<file path="src/hdl/sks_pkg.sv">
`timescale 1ns / 1ps

package sks_pkg;

  localparam int unsigned TABLE_DEPTH = 128;
  localparam int unsigned KEY_W       = 31;
  localparam int unsigned OP_W        = 2;
  localparam int unsigned STATUS_W    = 3;
  localparam int unsigned POS_W       = 8;
  localparam int unsigned IDX_W       = (TABLE_DEPTH > 1) ? $clog2(TABLE_DEPTH) : 1;
  localparam int unsigned CNT_W       = $clog2(TABLE_DEPTH + 1);

  typedef enum logic [OP_W-1:0] {
    OP_CLEAR  = 2'd0,
    OP_INSERT = 2'd1,
    OP_SEARCH = 2'd2
  } op_e;

  typedef enum logic [STATUS_W-1:0] {
    ST_CLEARED  = 3'd0,
    ST_INSERTED = 3'd1,
    ST_FULL     = 3'd2,
    ST_FOUND    = 3'd3,
    ST_MISS     = 3'd4
  } status_e;

  typedef enum logic [1:0] {
    S_IDLE,
    S_INSERT,
    S_PROBE
  } state_e;

  // broadcast from the controller to every cell
  typedef struct packed {
    logic             ins;
    logic [KEY_W-1:0] key;
    logic [CNT_W-1:0] count;
    logic [IDX_W-1:0] mid;
  } bcast_t;

  // compare result of the probed cell
  typedef struct packed {
    logic lt;
    logic eq;
  } probe_t;

endpackage

</file>
<file path="src/hdl/sks_ctrl.sv">
`timescale 1ns / 1ps

module sks_ctrl (
  input  logic                          clk_i,
  input  logic                          rst_ni,
  input  logic                          start_i,
  input  logic [sks_pkg::OP_W-1:0]      op_i,
  input  logic [sks_pkg::KEY_W-1:0]     key_i,
  input  sks_pkg::probe_t               probe_i,
  output sks_pkg::bcast_t               bc_o,
  output logic                          busy_o,
  output logic                          result_valid_o,
  output logic [sks_pkg::STATUS_W-1:0]  status_o,
  output logic [sks_pkg::POS_W-1:0]     position_o
);

  localparam int unsigned CW = sks_pkg::CNT_W;

  sks_pkg::state_e            state_q, state_d;
  logic [CW-1:0]              count_q, count_d;
  logic [CW-1:0]              lo_q, lo_d, hi_q, hi_d;
  logic [sks_pkg::KEY_W-1:0]  key_q, key_d;
  logic                       valid_q, valid_d;
  sks_pkg::status_e           status_q, status_d;
  logic [sks_pkg::POS_W-1:0]  pos_q, pos_d;
  logic [CW:0]                mid_sum;
  logic [CW-1:0]              mid_full, mid_inc;
  logic                       accept;

  assign accept   = start_i && (state_q == sks_pkg::S_IDLE);
  assign mid_sum  = {1'b0, lo_q} + {1'b0, hi_q} - {{CW{1'b0}}, 1'b1};
  assign mid_full = mid_sum[CW:1];
  assign mid_inc  = mid_full + {{(CW-1){1'b0}}, 1'b1};

  always_comb begin
    state_d  = state_q;
    count_d  = count_q;
    lo_d     = lo_q;
    hi_d     = hi_q;
    key_d    = key_q;
    valid_d  = 1'b0;
    status_d = status_q;
    pos_d    = pos_q;
    case (state_q)
      sks_pkg::S_IDLE: begin
        if (accept) begin
          key_d = key_i;
          case (op_i)
            sks_pkg::OP_CLEAR: begin
              count_d  = '0;
              valid_d  = 1'b1;
              status_d = sks_pkg::ST_CLEARED;
              pos_d    = '0;
            end
            sks_pkg::OP_INSERT: begin
              if (count_q == CW'(sks_pkg::TABLE_DEPTH)) begin
                valid_d  = 1'b1;
                status_d = sks_pkg::ST_FULL;
                pos_d    = '0;
              end else begin
                state_d = sks_pkg::S_INSERT;
              end
            end
            sks_pkg::OP_SEARCH: begin
              lo_d    = '0;
              hi_d    = count_q;
              state_d = sks_pkg::S_PROBE;
            end
            default: ;
          endcase
        end
      end
      sks_pkg::S_INSERT: begin
        count_d  = count_q + {{(CW-1){1'b0}}, 1'b1};
        valid_d  = 1'b1;
        status_d = sks_pkg::ST_INSERTED;
        pos_d    = '0;
        state_d  = sks_pkg::S_IDLE;
      end
      sks_pkg::S_PROBE: begin
        if (lo_q >= hi_q) begin
          valid_d  = 1'b1;
          status_d = sks_pkg::ST_MISS;
          pos_d    = '0;
          state_d  = sks_pkg::S_IDLE;
        end else if (probe_i.eq) begin
          valid_d  = 1'b1;
          status_d = sks_pkg::ST_FOUND;
          pos_d    = sks_pkg::POS_W'(mid_inc);
          state_d  = sks_pkg::S_IDLE;
        end else if (probe_i.lt) begin
          lo_d = mid_inc;
        end else begin
          hi_d = mid_full;
        end
      end
      default: state_d = sks_pkg::S_IDLE;
    endcase
  end

  always_ff @(posedge clk_i or negedge rst_ni) begin
    if (!rst_ni) begin
      state_q <= sks_pkg::S_IDLE;
      count_q <= '0;
      valid_q <= 1'b0;
    end else begin
      state_q <= state_d;
      count_q <= count_d;
      valid_q <= valid_d;
    end
  end

  always_ff @(posedge clk_i) begin
    lo_q     <= lo_d;
    hi_q     <= hi_d;
    key_q    <= key_d;
    status_q <= status_d;
    pos_q    <= pos_d;
  end

  assign bc_o.ins       = (state_q == sks_pkg::S_INSERT);
  assign bc_o.key       = key_q;
  assign bc_o.count     = count_q;
  assign bc_o.mid       = mid_full[sks_pkg::IDX_W-1:0];
  assign busy_o         = (state_q != sks_pkg::S_IDLE);
  assign result_valid_o = valid_q;
  assign status_o       = status_q;
  assign position_o     = pos_q;

  a_count_bound: assert property (@(posedge clk_i) disable iff (!rst_ni)
    count_q <= CW'(sks_pkg::TABLE_DEPTH))
    else $error("entry count above table depth");

  a_probe_range: assert property (@(posedge clk_i) disable iff (!rst_ni)
    (state_q == sks_pkg::S_PROBE) |-> (hi_q <= count_q))
    else $error("search range beyond stored entries");

  a_full_reply: assert property (@(posedge clk_i) disable iff (!rst_ni)
    (accept && op_i == sks_pkg::OP_INSERT && count_q == CW'(sks_pkg::TABLE_DEPTH))
    |=> (valid_q && status_q == sks_pkg::ST_FULL && count_q == $past(count_q)))
    else $error("insert into full table not rejected");

  a_result_idle: assert property (@(posedge clk_i) disable iff (!rst_ni)
    valid_q |-> (state_q == sks_pkg::S_IDLE))
    else $error("result raised while still busy");

  a_insert_grow: assert property (@(posedge clk_i) disable iff (!rst_ni)
    (state_q == sks_pkg::S_INSERT) |=> (count_q == $past(count_q) + 1'b1))
    else $error("insert did not grow table");

endmodule

</file>
<file path="config.mk">
export PLATFORM = sky130hd
export DESIGN_NAME = sks_ctrl
export DESIGN_NICKNAME = d
export VERILOG_FILES = /design/src/hdl/sks_pkg.sv /design/src/hdl/sks_ctrl.sv
export SDC_FILE = /design/constraint.sdc
export NUM_CORES = 1
export LEC_CHECK = 0
export BUFFER_PORTS_ARGS = -buffer_cell sky130_fd_sc_hd__buf_2
export CAP_MARGIN = 20
export CORE_ASPECT_RATIO = 1.1
export CORE_MARGIN = 2
export CORE_UTILIZATION = 40
export CTS_BUF_LIST = sky130_fd_sc_hd__clkbuf_4 sky130_fd_sc_hd__clkbuf_8
export CTS_CLUSTER_DIAMETER = 200
export DETAILED_ROUTE_END_ITERATION = 10
export PLACE_DENSITY = 0.65
export SYNTH_ARGS = -nofsm -noshare
export SYNTH_HDL_FRONTEND = slang
export SYNTH_SLANG_ARGS = --single-unit
</file>
<file path="constraint.sdc">
create_clock -name clk_i -period 3 [get_ports clk_i]
set_input_delay 0.45 -clock clk_i [delete_from_list [all_inputs] [get_ports clk_i]]
set_output_delay 0.45 -clock clk_i [all_outputs]
set_load 0.05 [all_outputs]
</file>
==> impl_metrics.env <==
export IMPL_status="finished clean"
export IMPL_dpl_hpwl_um=5930
export IMPL_die_y_um=102
export IMPL_fillers=776
export IMPL_synth_nets=358
export IMPL_drt_iter0_drc=161
export IMPL_placementRows=35
export IMPL_nets=476
export IMPL_cts_root_buffer="clkbuf_8"
export IMPL_cts_buffers=9
export IMPL_grt_pass1_wl_um=11600
export IMPL_path_cells="inv_2, ha_4, inv_2, ha_4, inv_2, fa_2, nand2b_4, a21oi_2, mux2i_1, nor2_2, inv_1, buf_6"
export IMPL_synth_yosys_seq_area_share_pct=58.0
export IMPL_final_util_pct=53.2
export IMPL_fmax_mhz=344
export IMPL_report_final_setup_viol=0
export IMPL_ys_ff_latch=69
export IMPL_avgSynthCellArea_um2=12.0
export IMPL_insertion_delay_ns=0.35
export IMPL_slew_headroom_pct=37.0
export IMPL_drt_total_wl_um=7730
export IMPL_grt_pass1_vias=2445
export IMPL_finClkSkew_ns=0.0109
export IMPL_hold_viol_final=0
export IMPL_n_antenna_cell=0
export IMPL_slew_viol_final=0
export IMPL_vias_per_cell=4.75
export IMPL_start_util_pct=41.3
export IMPL_path_delay_family="adder cells"
export IMPL_hold_path_class="primary input to flop"
export IMPL_ys_types=46
export IMPL_start_kind="flop"
export IMPL_dieArea_um2=9450
export IMPL_ctsHtreeMaxLevel=3
export IMPL_rsz0062_at_grt="yes"
export IMPL_slowest_delay_ns=0.40
export IMPL_post_synth_top_count_cell="edfxtp_1"
export IMPL_cpMaxStageDelayCell="edfxtp_1"
export IMPL_cts_buffer_depth=2
export IMPL_yosys_area_top_type="edfxtp_1"
export IMPL_grt_overflow_total=0
export IMPL_netlist_area_um2=3470
export IMPL_drive_gt1_share_pct=37.2
export IMPL_boundaryPins=98
export IMPL_place_congestion=0.794
export IMPL_worstPathRequired_ns=2.55
export IMPL_clk_pin_slew_ns=0.08
export IMPL_synth_edff_count=58
export IMPL_drt_first_pass_iters=4
export IMPL_drv_cap=0
export IMPL_clock_sinks=69
export IMPL_synthTopCellsByCount="edfxtp_1, inv_1, ha_1"
export IMPL_worst_path_max_fanout=2
export IMPL_dp_cells=502
export IMPL_drc=0
export IMPL_wire_per_inst_um=14.8
export IMPL_track_usage_pct=16.4
export IMPL_critical_path_class="flop to output pin"
export IMPL_fin_crit_sh_pct=96.9
export IMPL_via_count=2478
export IMPL_finalNonFillerCells=522
export IMPL_worstMarginPinSlew_ns=0.937
export IMPL_grt_max_degree=33
export IMPL_crit_buf_inv=5
export IMPL_tns_ns=0
export IMPL_yosys_warnings=0
export IMPL_antenna_found_initial=0
export IMPL_postSynth_topFlopCell="edfxtp_1"
export IMPL_async_flop_share_pct=15.9
export IMPL_core_area_um2=8410
export IMPL_cts_tree="yes"
export IMPL_crit_top_cell="inv_2"
export IMPL_drtAntennaViolNets=0
export IMPL_crit_arrival_ns=2.46
export IMPL_port_buffer_count=97
export IMPL_die_width_um=92.9
export IMPL_synth_top_cells_by_area="edfxtp_1, ha_1, dfrtp_1, inv_1, nor2_1"
export IMPL_syn_inst=289
export IMPL_yosysTopAreaCellShare_pct=50.1
export IMPL_worst_setup_path_end_kind="output pin"
export IMPL_syn_to_final_growth_pct=28.8
export IMPL_fin_crit_ns=2.91
## per-layer routing
layer | track usage [%] | routed length [µm] | up-vias
met1 | 20.7 | 3300 | 1171
met5 | 0 | 0 | -
met2 | 27.4 | 4020 | 65
li1 | - | - | 1235
met4 | 7.01 | 104 | 0
met3 | 3.42 | 310 | 7
## area by class of cell
cell class	count	area, µm²	share of cell area [%]
Inverter	43	161	3.61
Clock buffer	9	124	2.77
Clock inverter	6	63.8	1.43
Sequential cell	69	2020	45.1
Tap cell	111	139	3.10
Multi-Input combinational cell	174	1370	30.6
Timing Repair Buffer	110	601	13.4
## kinds of logic (layout without fill, tap and decap cells)
kind of cell / count (synthesis) / after routing / synth area share (%)
multiplexers: 5 / 5 / 1.58
XOR/XNOR: 17 / 17 / 4.72
adder cells (fa/ha/maj): 31 / 31 / 11.4
AND/OR/NAND/NOR: 82 / 82 / 12.5
AO/OA/AOI/OAI: 39 / 39 / 6.73
flip-flops: 69 / 69 / 58.0
buffers and inverters: 46 / 168 / 5.01
## placed cells by master (no fill, tap or decap), types with 5 or more instances in the layout
| master | instances |
|---|---|
| o21ai_0 | 9 |
| dfrtp_1 | 11 |
| inv_1 | 38 |
| nor2b_1 | 5 |
| nor2_1 | 22 |
| xor2_1 | 7 |
| xnor2_1 | 7 |
| clkbuf_8 | 9 |
| a21oi_1 | 11 |
| nand2_1 | 15 |
| nand2b_1 | 5 |
| edfxtp_1 | 58 |
| buf_2 | 94 |
| nand3_1 | 9 |
| o21ai_1 | 5 |
| buf_4 | 13 |
| ha_1 | 26 |
## state kept, by name (all words and copies together), names as in the netlist
name,cells
count_q,8
lo_q,8
result_valid_o,1
key_q,31
state_q,2
status_o,3
hi_q,8
position_o,8
## per-stage QoR
step | hold WS (ns) | instance area, µm² | setup WS [ns]
CTS | 0.256 | 4420 | 0.0194
floorplan | 0.154 | 3490 | 0.0187
global placement | 0.337 | 4170 | 0.192
global route | 0.250 | 4470 | -0.0729
detailed placement | 0.341 | 4170 | 0.108
finish | 0.272 | 4470 | 0.0922
## final timing paths
check | from | to | slack (ns) | cells after the start
worst max-delay path | lo_q[1]$_SDFFCE_PN0P_ | bc_o[6] | 0.09 | 12
worst min-delay path | key_i[6] | key_q[6]$_DFFE_PP_ | 0.27 | 1
max in group asynchronous | rst_ni | count_q[1]$_DFFE_PN0P_ | 2.28 | 2
min in group asynchronous | rst_ni | count_q[3]$_DFFE_PN0P_ | 0.50 | 2
worst max register to register | lo_q[1]$_SDFFCE_PN0P_ | lo_q[7]$_SDFFCE_PN0P_ | 0.19 | 13
worst min register to register | state_q[0]$_DFFE_PN0P_ | state_q[0]$_DFFE_PN0P_ | 0.56 | 1
## repair_timing
item	4_1_cts	5_1_grt
endpoints found under the setup margin	3	5
endpoints found under the hold margin	11	0
cloned	0	0
pin swaps	1	5
hold buffers	1	0
gates resized for setup	9	10
buffers inserted	2	2
Power is left out: the tool's default activity adds up to more than one toggle a clock period on the data nets, which glitch-free logic cannot reach.
