[src/hdl/sks_pkg.sv]
`timescale 1ns / 1ps

package sks_pkg;

  localparam int unsigned TABLE_DEPTH = 128;
  localparam int unsigned KEY_W       = 31;
  localparam int unsigned OP_W        = 2;
  localparam int unsigned STATUS_W    = 3;
  localparam int unsigned POS_W       = 8;
  localparam int unsigned IDX_W       = (TABLE_DEPTH > 1) ? $clog2(TABLE_DEPTH) : 1;
  localparam int unsigned CNT_W       = $clog2(TABLE_DEPTH + 1);

  typedef enum logic [OP_W-1:0] {
    OP_CLEAR  = 2'd0,
    OP_INSERT = 2'd1,
    OP_SEARCH = 2'd2
  } op_e;

  typedef enum logic [STATUS_W-1:0] {
    ST_CLEARED  = 3'd0,
    ST_INSERTED = 3'd1,
    ST_FULL     = 3'd2,
    ST_FOUND    = 3'd3,
    ST_MISS     = 3'd4
  } status_e;

  typedef enum logic [1:0] {
    S_IDLE,
    S_INSERT,
    S_PROBE
  } state_e;

  // broadcast from the controller to every cell
  typedef struct packed {
    logic             ins;
    logic [KEY_W-1:0] key;
    logic [CNT_W-1:0] count;
    logic [IDX_W-1:0] mid;
  } bcast_t;

  // compare result of the probed cell
  typedef struct packed {
    logic lt;
    logic eq;
  } probe_t;

endpackage

[src/hdl/sks_cell.sv]
`timescale 1ns / 1ps

module sks_cell (
  input  logic                          clk_i,
  input  logic [sks_pkg::IDX_W-1:0]     idx_i,
  input  sks_pkg::bcast_t               bc_i,
  input  logic [sks_pkg::KEY_W-1:0]     prev_key_i,
  input  logic                          prev_gt_i,
  output logic [sks_pkg::KEY_W-1:0]     key_o,
  output logic                          gt_o,
  output sks_pkg::probe_t               probe_o
);

  logic [sks_pkg::KEY_W-1:0] key_q, key_d;
  logic [sks_pkg::CNT_W-1:0] idx_ext;
  logic                      in_use, is_tail, is_mid;

  assign idx_ext = sks_pkg::CNT_W'(idx_i);
  assign in_use  = idx_ext < bc_i.count;
  assign is_tail = idx_ext == bc_i.count;
  assign is_mid  = idx_i == bc_i.mid;

  assign gt_o = in_use && (key_q > bc_i.key);

  // open a gap where the new key lands, shift larger keys up by one
  always_comb begin
    key_d = key_q;
    if (bc_i.ins && (gt_o || is_tail)) begin
      key_d = prev_gt_i ? prev_key_i : bc_i.key;
    end
  end

  always_ff @(posedge clk_i) begin
    key_q <= key_d;
  end

  assign key_o      = key_q;
  assign probe_o.lt = is_mid && (key_q < bc_i.key);
  assign probe_o.eq = is_mid && (key_q == bc_i.key);

endmodule

[config.mk]
export PLATFORM = sky130hd
export DESIGN_NAME = sks_cell
export DESIGN_NICKNAME = d
export VERILOG_FILES = /design/src/hdl/sks_pkg.sv /design/src/hdl/sks_cell.sv
export SDC_FILE = /design/constraint.sdc
export NUM_CORES = 1
export LEC_CHECK = 0
export ABC_AREA = 1
export CORE_MARGIN = 2
export CORE_UTILIZATION = 46
export CTS_CLUSTER_SIZE = 8
export DETAILED_ROUTE_END_ITERATION = 8
export DONT_BUFFER_PORTS = 1
export GPL_TIMING_DRIVEN = 0
export PLACE_DENSITY = 0.69
export SLEW_MARGIN = 20
export SYNTH_ARGS = -nofsm -noshare
export SYNTH_HDL_FRONTEND = slang
export SYNTH_SLANG_ARGS = --single-unit
[constraint.sdc]
create_clock -name clk_i -period 3 [get_ports clk_i]
set_clock_uncertainty 0.2 [all_clocks]
set_input_delay 0.3 -clock clk_i [delete_from_list [all_inputs] [get_ports clk_i]]
set_output_delay 0.3 -clock clk_i [all_outputs]
set_load 0.01 [all_outputs]
==> impl_results.md, run 1 <==
* Status: completed
* Top cell type's share of synthesized area at 38.1%
* Combinational power share at 20.1%
* # IOs at 121
* First-pass GRT wire length at 8.33 mm
* Clk slew on worst S/H paths at 0.07 ns
* Post-synth top flop: edfxtp_1
* Fin crit share at 91.6%
* Vias per cell at 4.96
* Final #Nets at 436
* Leak at 1.29 nW
* Clk sinks at 31
* Buf/Inv on CP at 2
* DR vias at 1893
* DP Wirelength at 4.36 mm
* Setup CP Type: reg -> reg
* Clock root buffer: clkbuf_8
* Synth area leader: edfxtp_1
* Highest clock rate at 364 MHz
* DR pass1 iterations at 4
* P_sw at 322 uW
* CP top delay family: simple AND/OR/NAND/NOR gates
* Final WL at 5.23 mm
* Count of final setup violators at 0
* Vias in the first global route at 1820
* Switching share of power at 29.6%
* CP endpoint kind: flop
* Share of post-route cells with drive strength above 1 at 6.73%
* Final hold vios at 0
* RSZ-0062 raised after global routing: no
* DRT iter0 DRCs at 50
* Number of max-cap violations at 0
* Clock power frac at 29.5%
* Power Internal at 765 uW
* DRC viols at 0
* Avg WL per Cell at 13.7 um
* IO Port Bufs at 0
* Core Region at 0.00511 mm^2
* Diode count at 0
* CP Max Fanout at 18
* Finished Layout Cells at 382
* H-tree Lvls at 2
* Slew Limit Fails at 0
* Antenna viol nets, final at 0
* Mapped Cells at 303
* Routability Congestion at 0.730
* Synth top cells by count: 80 x nand2_1, 57 x inv_1, 38 x ha_1
* Largest register FFs at 31
* Post-synthesis cell area at 0.00244 mm^2
* Grt ovf at 0
* Max VDD drop at 0.223 mV
* CTS Buffer Depth at 2
* Clock latency on the worst-skew pair at 0.28 ns
* Inst Count DP at 374
* Worst Tran Pin Value at 0.567 ns
* Post_cts resized at 0
* Post-Layout Inst Area at 0.00265 mm^2
* Avg Cell Area, Syn at 8.06 um^2
* PD cells at 410 mW/mm^2
* Critical-path top delay cell: a21oi_4
* Async S/R FF share, synth at 0%
* Area of placed instances at 0.00257 mm^2
* CP max stage delay at 0.48 ns
* Arrival time worst endpoint at 2.54 ns
* Flop pwr share at 50.4%
* Initial cell density of the core at 47.8%
* Maximum number of pins on one net before global-route repair at 19
* CTS hold repair buffers at 0
* Die footprint at 0.00591 mm^2
* Yosys cell types at 23
* Sequential area share after synthesis at 38.1%
* Ys Warns at 0
* Syn Nets at 428
* Die H at 76.9 um
* Tot GR Track Use at 17.8%
* Synthesis-to-layout area growth at 8.35%
* Initial antenna violation count at 0
* Slew headroom at 62.1%
* Fin Hold WS at 0.0150 ns
* Postcts setup bufs at 0
* Number of synthesized flops with an enable pin at 31
* Number of fill cells at 501
* Yosys reg bits at 31
* Die Width at 76.9 um
* Area contributors post-synth: edfxtp_1 38%, ha_1 19%, nand2_1 12%
* Worst Hold Class: in -> reg
* Setup crit start kind: flop
* Count leader, synth: nand2_1
* CTS buffer count at 5
* CTS tree: done
* Worst Path Required at 2.79 ns
* FP Rows at 26
* Worst-path cell chain: ha_1 -> nand2_1 -> nor2_2 -> and2_4 -> nand3_2 -> inv_2 -> nand2_1 -> nand2_2 -> nand2_2 -> a21oi_4 -> buf_16
* Final Critical Period at 2.75 ns
==> layout make-up <==
| class | instances | area, um^2 | area share, % |
|---|---|---|---|
| sequential | 31 | 931 | 35.2 |
| inverter | 60 | 225 | 8.51 |
| multi-input combinational | 205 | 1270 | 47.9 |
| clock inverter | 1 | 5.00 | 0.189 |
| tap | 70 | 87.6 | 3.31 |
| timing repair buffer | 1 | 27.5 | 1.04 |
| clock buffer | 7 | 76.3 | 2.88 |
| buffer | 7 | 26.3 | 0.992 |
==> through the flow <==
step | utilization [%] | setup TNS [ns] | setup WS (ns) | total power, mW
5_1_grt | 51.8 | 0 | 0.0734 | 1.16
2_1_floorplan | - | 0 | 0.113 | 0.717
3_5_place_dp | 50.2 | 0 | 0.235 | 0.778
3_3_place_gp | 49.6 | -15.80 | -0.512 | 0.761
6_report | 51.8 | 0 | 0.251 | 1.09
4_1_cts | 51.8 | 0 | 0.220 | 1.10
==> placed cells by master, fill, tap and decap left out <==
| master | instances |
|---|---|
| nor2_1 | 13 |
| mux2_2 | 1 |
| buf_16 | 1 |
| xor2_1 | 5 |
| nor2_2 | 4 |
| and2_4 | 1 |
| clkinv_2 | 1 |
| xnor2_1 | 2 |
| inv_1 | 57 |
| clkbuf_8 | 5 |
| a21oi_1 | 14 |
| edfxtp_1 | 31 |
| clkinv_1 | 1 |
| a21oi_4 | 1 |
| nand3_1 | 2 |
| inv_2 | 2 |
| nand2_2 | 3 |
| nand3_2 | 2 |
| ha_1 | 38 |
| a21o_1 | 2 |
| nand2_1 | 80 |
| o21ai_0 | 30 |
| nand4_1 | 2 |
| clkbuf_1 | 9 |
| o21ai_1 | 1 |
| nor3_1 | 4 |
==> worst paths after layout <==
kind	startpoint	to	slack (ns)	depth (start not counted)
max reg2reg	key_o[30]$_DFFE_PP_	key_o[26]$_DFFE_PP_	0.25	11
min	prev_key_i[20]	key_o[20]$_DFFE_PP_	0.02	2
min reg2reg	key_o[11]$_DFFE_PP_	key_o[0]$_DFFE_PP_	1.25	8
max	key_o[30]$_DFFE_PP_	key_o[26]$_DFFE_PP_	0.25	11
==> logic make-up after synthesis <==
group / share of synthesized area, %
flops: 38.1
compound gates: 10.2
xor+xnor: 2.51
mux: 0.461
fa+ha+maj: 19.5
simple gates: 19.0
buf+inv: 10.3
==> metal layers <==
layer  up-vias  GRT usage, %  wire length, um
met3         4          5.29              385
met1       826          21.9             2280
met4         0          3.82               29
met2        73          30.9             2540
met5         -             0                0
li1        990             -                -
==> power groups by stage <==
stage                     Combinational [mW]  Clock, mW  Sequential [mW]
after global placement                 0.203          0            0.558
after CTS                              0.222      0.333            0.548
after floorplan                        0.166          0            0.551
after global routing                   0.259      0.348            0.551
after detailed placement               0.220          0            0.558
final                                  0.219      0.321            0.547
==> worst reg2reg max path, cell delays in order, from the launching register on <==
cell and delay (ns):
edfxtp_1 0.46, ha_1 0.33, nand2_1 0.08, nor2_2 0.13
and2_4 0.16, nand3_2 0.09, inv_2 0.07, nand2_1 0.06
nand2_2 0.07, nand2_2 0.07, a21oi_4 0.48, buf_16 0.23
Note: power is estimated with default switching activity, not from simulation.
==> inputs of run 2 (changes only) <==
Settings changed: CORE_MARGIN 2 to 10, CORE_UTILIZATION 46 to 64, PLACE_DENSITY 0.69 to 0.88.
==> run 2 against run 1 <==
  * Register-to-register slack worse by 0.03 ns
  * First-iteration DRC count is 80% higher
  * Highest routed layer unchanged
  * Non-clock buffer count unchanged
  * Power up 7.0%
  * Sequential power about the same
  * Sequential cell count unchanged
  * Worst hold slack lost 0.0019 ns
  * Cell count down 5.8%
==> impl_results.md, run 2 (synthesized netlist as in run 1, its figures left out) <==
* Arrival time worst endpoint at 2.57 ns
* Share of post-route cells with drive strength above 1 at 7.05%
* Die footprint at 0.00669 mm^2
* Max VDD drop at 0.327 mV
* Crit path launch: key_o[30]$_DFFE_PP_
* DR vias at 1948
* Most frequent cells in the layout: 80 x nand2_1, 57 x inv_1, 38 x ha_1, 31 x edfxtp_1, 30 x o21ai_0
* Worst Hold Class: in -> reg
* Reg-to-reg setup timing slack at 0.22 ns
* Slew headroom at 59.9%
* Postcts setup bufs at 0
* Post_cts resized at 0
* R2r endpoint: key_o[9]$_DFFE_PP_
* DRC viols at 0
* CTS hold repair buffers at 0
* CP endpoint kind: flop
* CTS Buffer Depth at 2
* Worst Tran Pin Value at 0.600 ns
* Core Region at 0.00369 mm^2
* Number of max-cap violations at 0
* H-tree Lvls at 2
* Finished Layout Cells at 360
* Setup crit start kind: flop
* Crit Reg-Reg Startpoint: key_o[30]$_DFFE_PP_
* Final WL at 6.06 mm
* Worst Path Required at 2.79 ns
* CTS buffer count at 5
* Final hold vios at 0
* Leak at 1.31 nW
* Initial antenna violation count at 0
* CP Max Fanout at 17
* FP Rows at 22
* Fin crit share at 92.7%
* Diode count at 0
* First-pass GRT wire length at 9.68 mm
* Clk sinks at 31
* Grt ovf at 0
* Largest register FFs at 31
* CP Capture Point: key_o[9]$_DFFE_PP_
* CTS tree: done
* Maximum number of pins on one net before global-route repair at 18
* Status: completed
* Initial cell density of the core at 66.2%
* PD cells at 440 mW/mm^2
* Routability Congestion at 0.774
* Die H at 81.8 um
* DRT iter0 DRCs at 90
* Inst Count DP at 352
* Final #Nets at 436
* DR pass1 iterations at 4
* Count of final setup violators at 0
* Slew Limit Fails at 0
* Die Width at 81.8 um
* Avg WL per Cell at 16.8 um
* Reg2reg path depth at 11
* Setup TNS at 0 ns
* Clock root buffer: clkbuf_8
* IO Port Bufs at 0
* DP Wirelength at 5.25 mm
* Vias in the first global route at 2127
* Clk slew on worst S/H paths at 0.07 ns
* Final Critical Period at 2.78 ns
* Number of fill cells at 293
* # IOs at 121
* Synthesis-to-layout area growth at 8.29%
* Final core utilization at 71.7%
* Clock latency on the worst-skew pair at 0.28 ns
* Setup CP Type: reg -> reg
* Area of placed instances at 0.00254 mm^2
* Most common cell after layout, fill and taps aside: nand2_1
* Post-Layout Inst Area at 0.00265 mm^2
* Highest clock rate at 359 MHz
* RSZ-0062 raised after global routing: no
* Vias per cell at 5.41
* Antenna viol nets, final at 0
* Tot GR Track Use at 18.4%
## run 2: cell types whose count changed in the layout (fill, tap and decap cells not counted), sizes merged
| cell | change |
|---|---|
| clkbuf | -2 |
| clkinv | +1 |
| bufinv | +1 |
## run 2: critical path, cell delays in order (launching register included)
cell      delay, ns
edfxtp_1       0.47
ha_1           0.34
nand2_1        0.08
nor2_2         0.13
and2_4         0.16
nand3_2        0.09
inv_2          0.07
nand2_1        0.06
nand2_2        0.07
nand2_2        0.07
a21oi_4        0.51
buf_16         0.23
## run 2: area by class of cell
type	count	area [um^2]	area share, %
Buffer	7	26.3	0.993
Clock buffer	5	68.8	2.60
Clock inverter	3	38.8	1.47
Inverter	60	225	8.51
Multi-Input combinational cell	205	1270	47.9
Sequential cell	31	931	35.2
Tap cell	48	60.1	2.27
Timing Repair Buffer	1	27.5	1.04
## run 2: worst min path at each step
stage | from | end | slack, ns | depth (start not counted)
floorplan | prev_key_i[29] | key_o[29]$_DFFE_PP_ | 0.29 | 2
global placement | prev_key_i[1] | key_o[1]$_DFFE_PP_ | 0.29 | 2
detailed placement | prev_key_i[19] | key_o[19]$_DFFE_PP_ | 0.30 | 2
CTS | prev_key_i[25] | key_o[25]$_DFFE_PP_ | 0.009 | 2
global route | prev_key_i[7] | key_o[7]$_DFFE_PP_ | 0.01 | 2
finish | prev_key_i[26] | key_o[26]$_DFFE_PP_ | 0.01 | 2
## run 2: layer usage
metal	GRT usage [%]	share of wire (%)	vias to the layer above
li1	-	-	989
met1	19.6	37	851
met2	30.3	48	93
met3	9.83	13	15
met4	6.63	2.2	0
met5	0	0	-
## run 2: report_power, final
group | leakage [nW] | switching, mW | internal [mW]
clock | 0.0556 | 0.152 | 0.243
sequential | 0.288 | 0.0331 | 0.517
combinational | 0.964 | 0.133 | 0.0859
total | 1.31 | 0.318 | 0.846
## run 2: metrics by stage
| stage | hold WS (ns) | power [mW] | setup WS [ns] |
|---|---|---|---|
| floorplan | 0.287 | 0.717 | 0.113 |
| global placement | 0.293 | 0.759 | -0.440 |
| detailed placement | 0.300 | 0.780 | 0.217 |
| CTS | 0.00894 | 1.17 | 0.208 |
| global route | 0.0138 | 1.23 | 0.0255 |
| finish | 0.0131 | 1.16 | 0.218 |
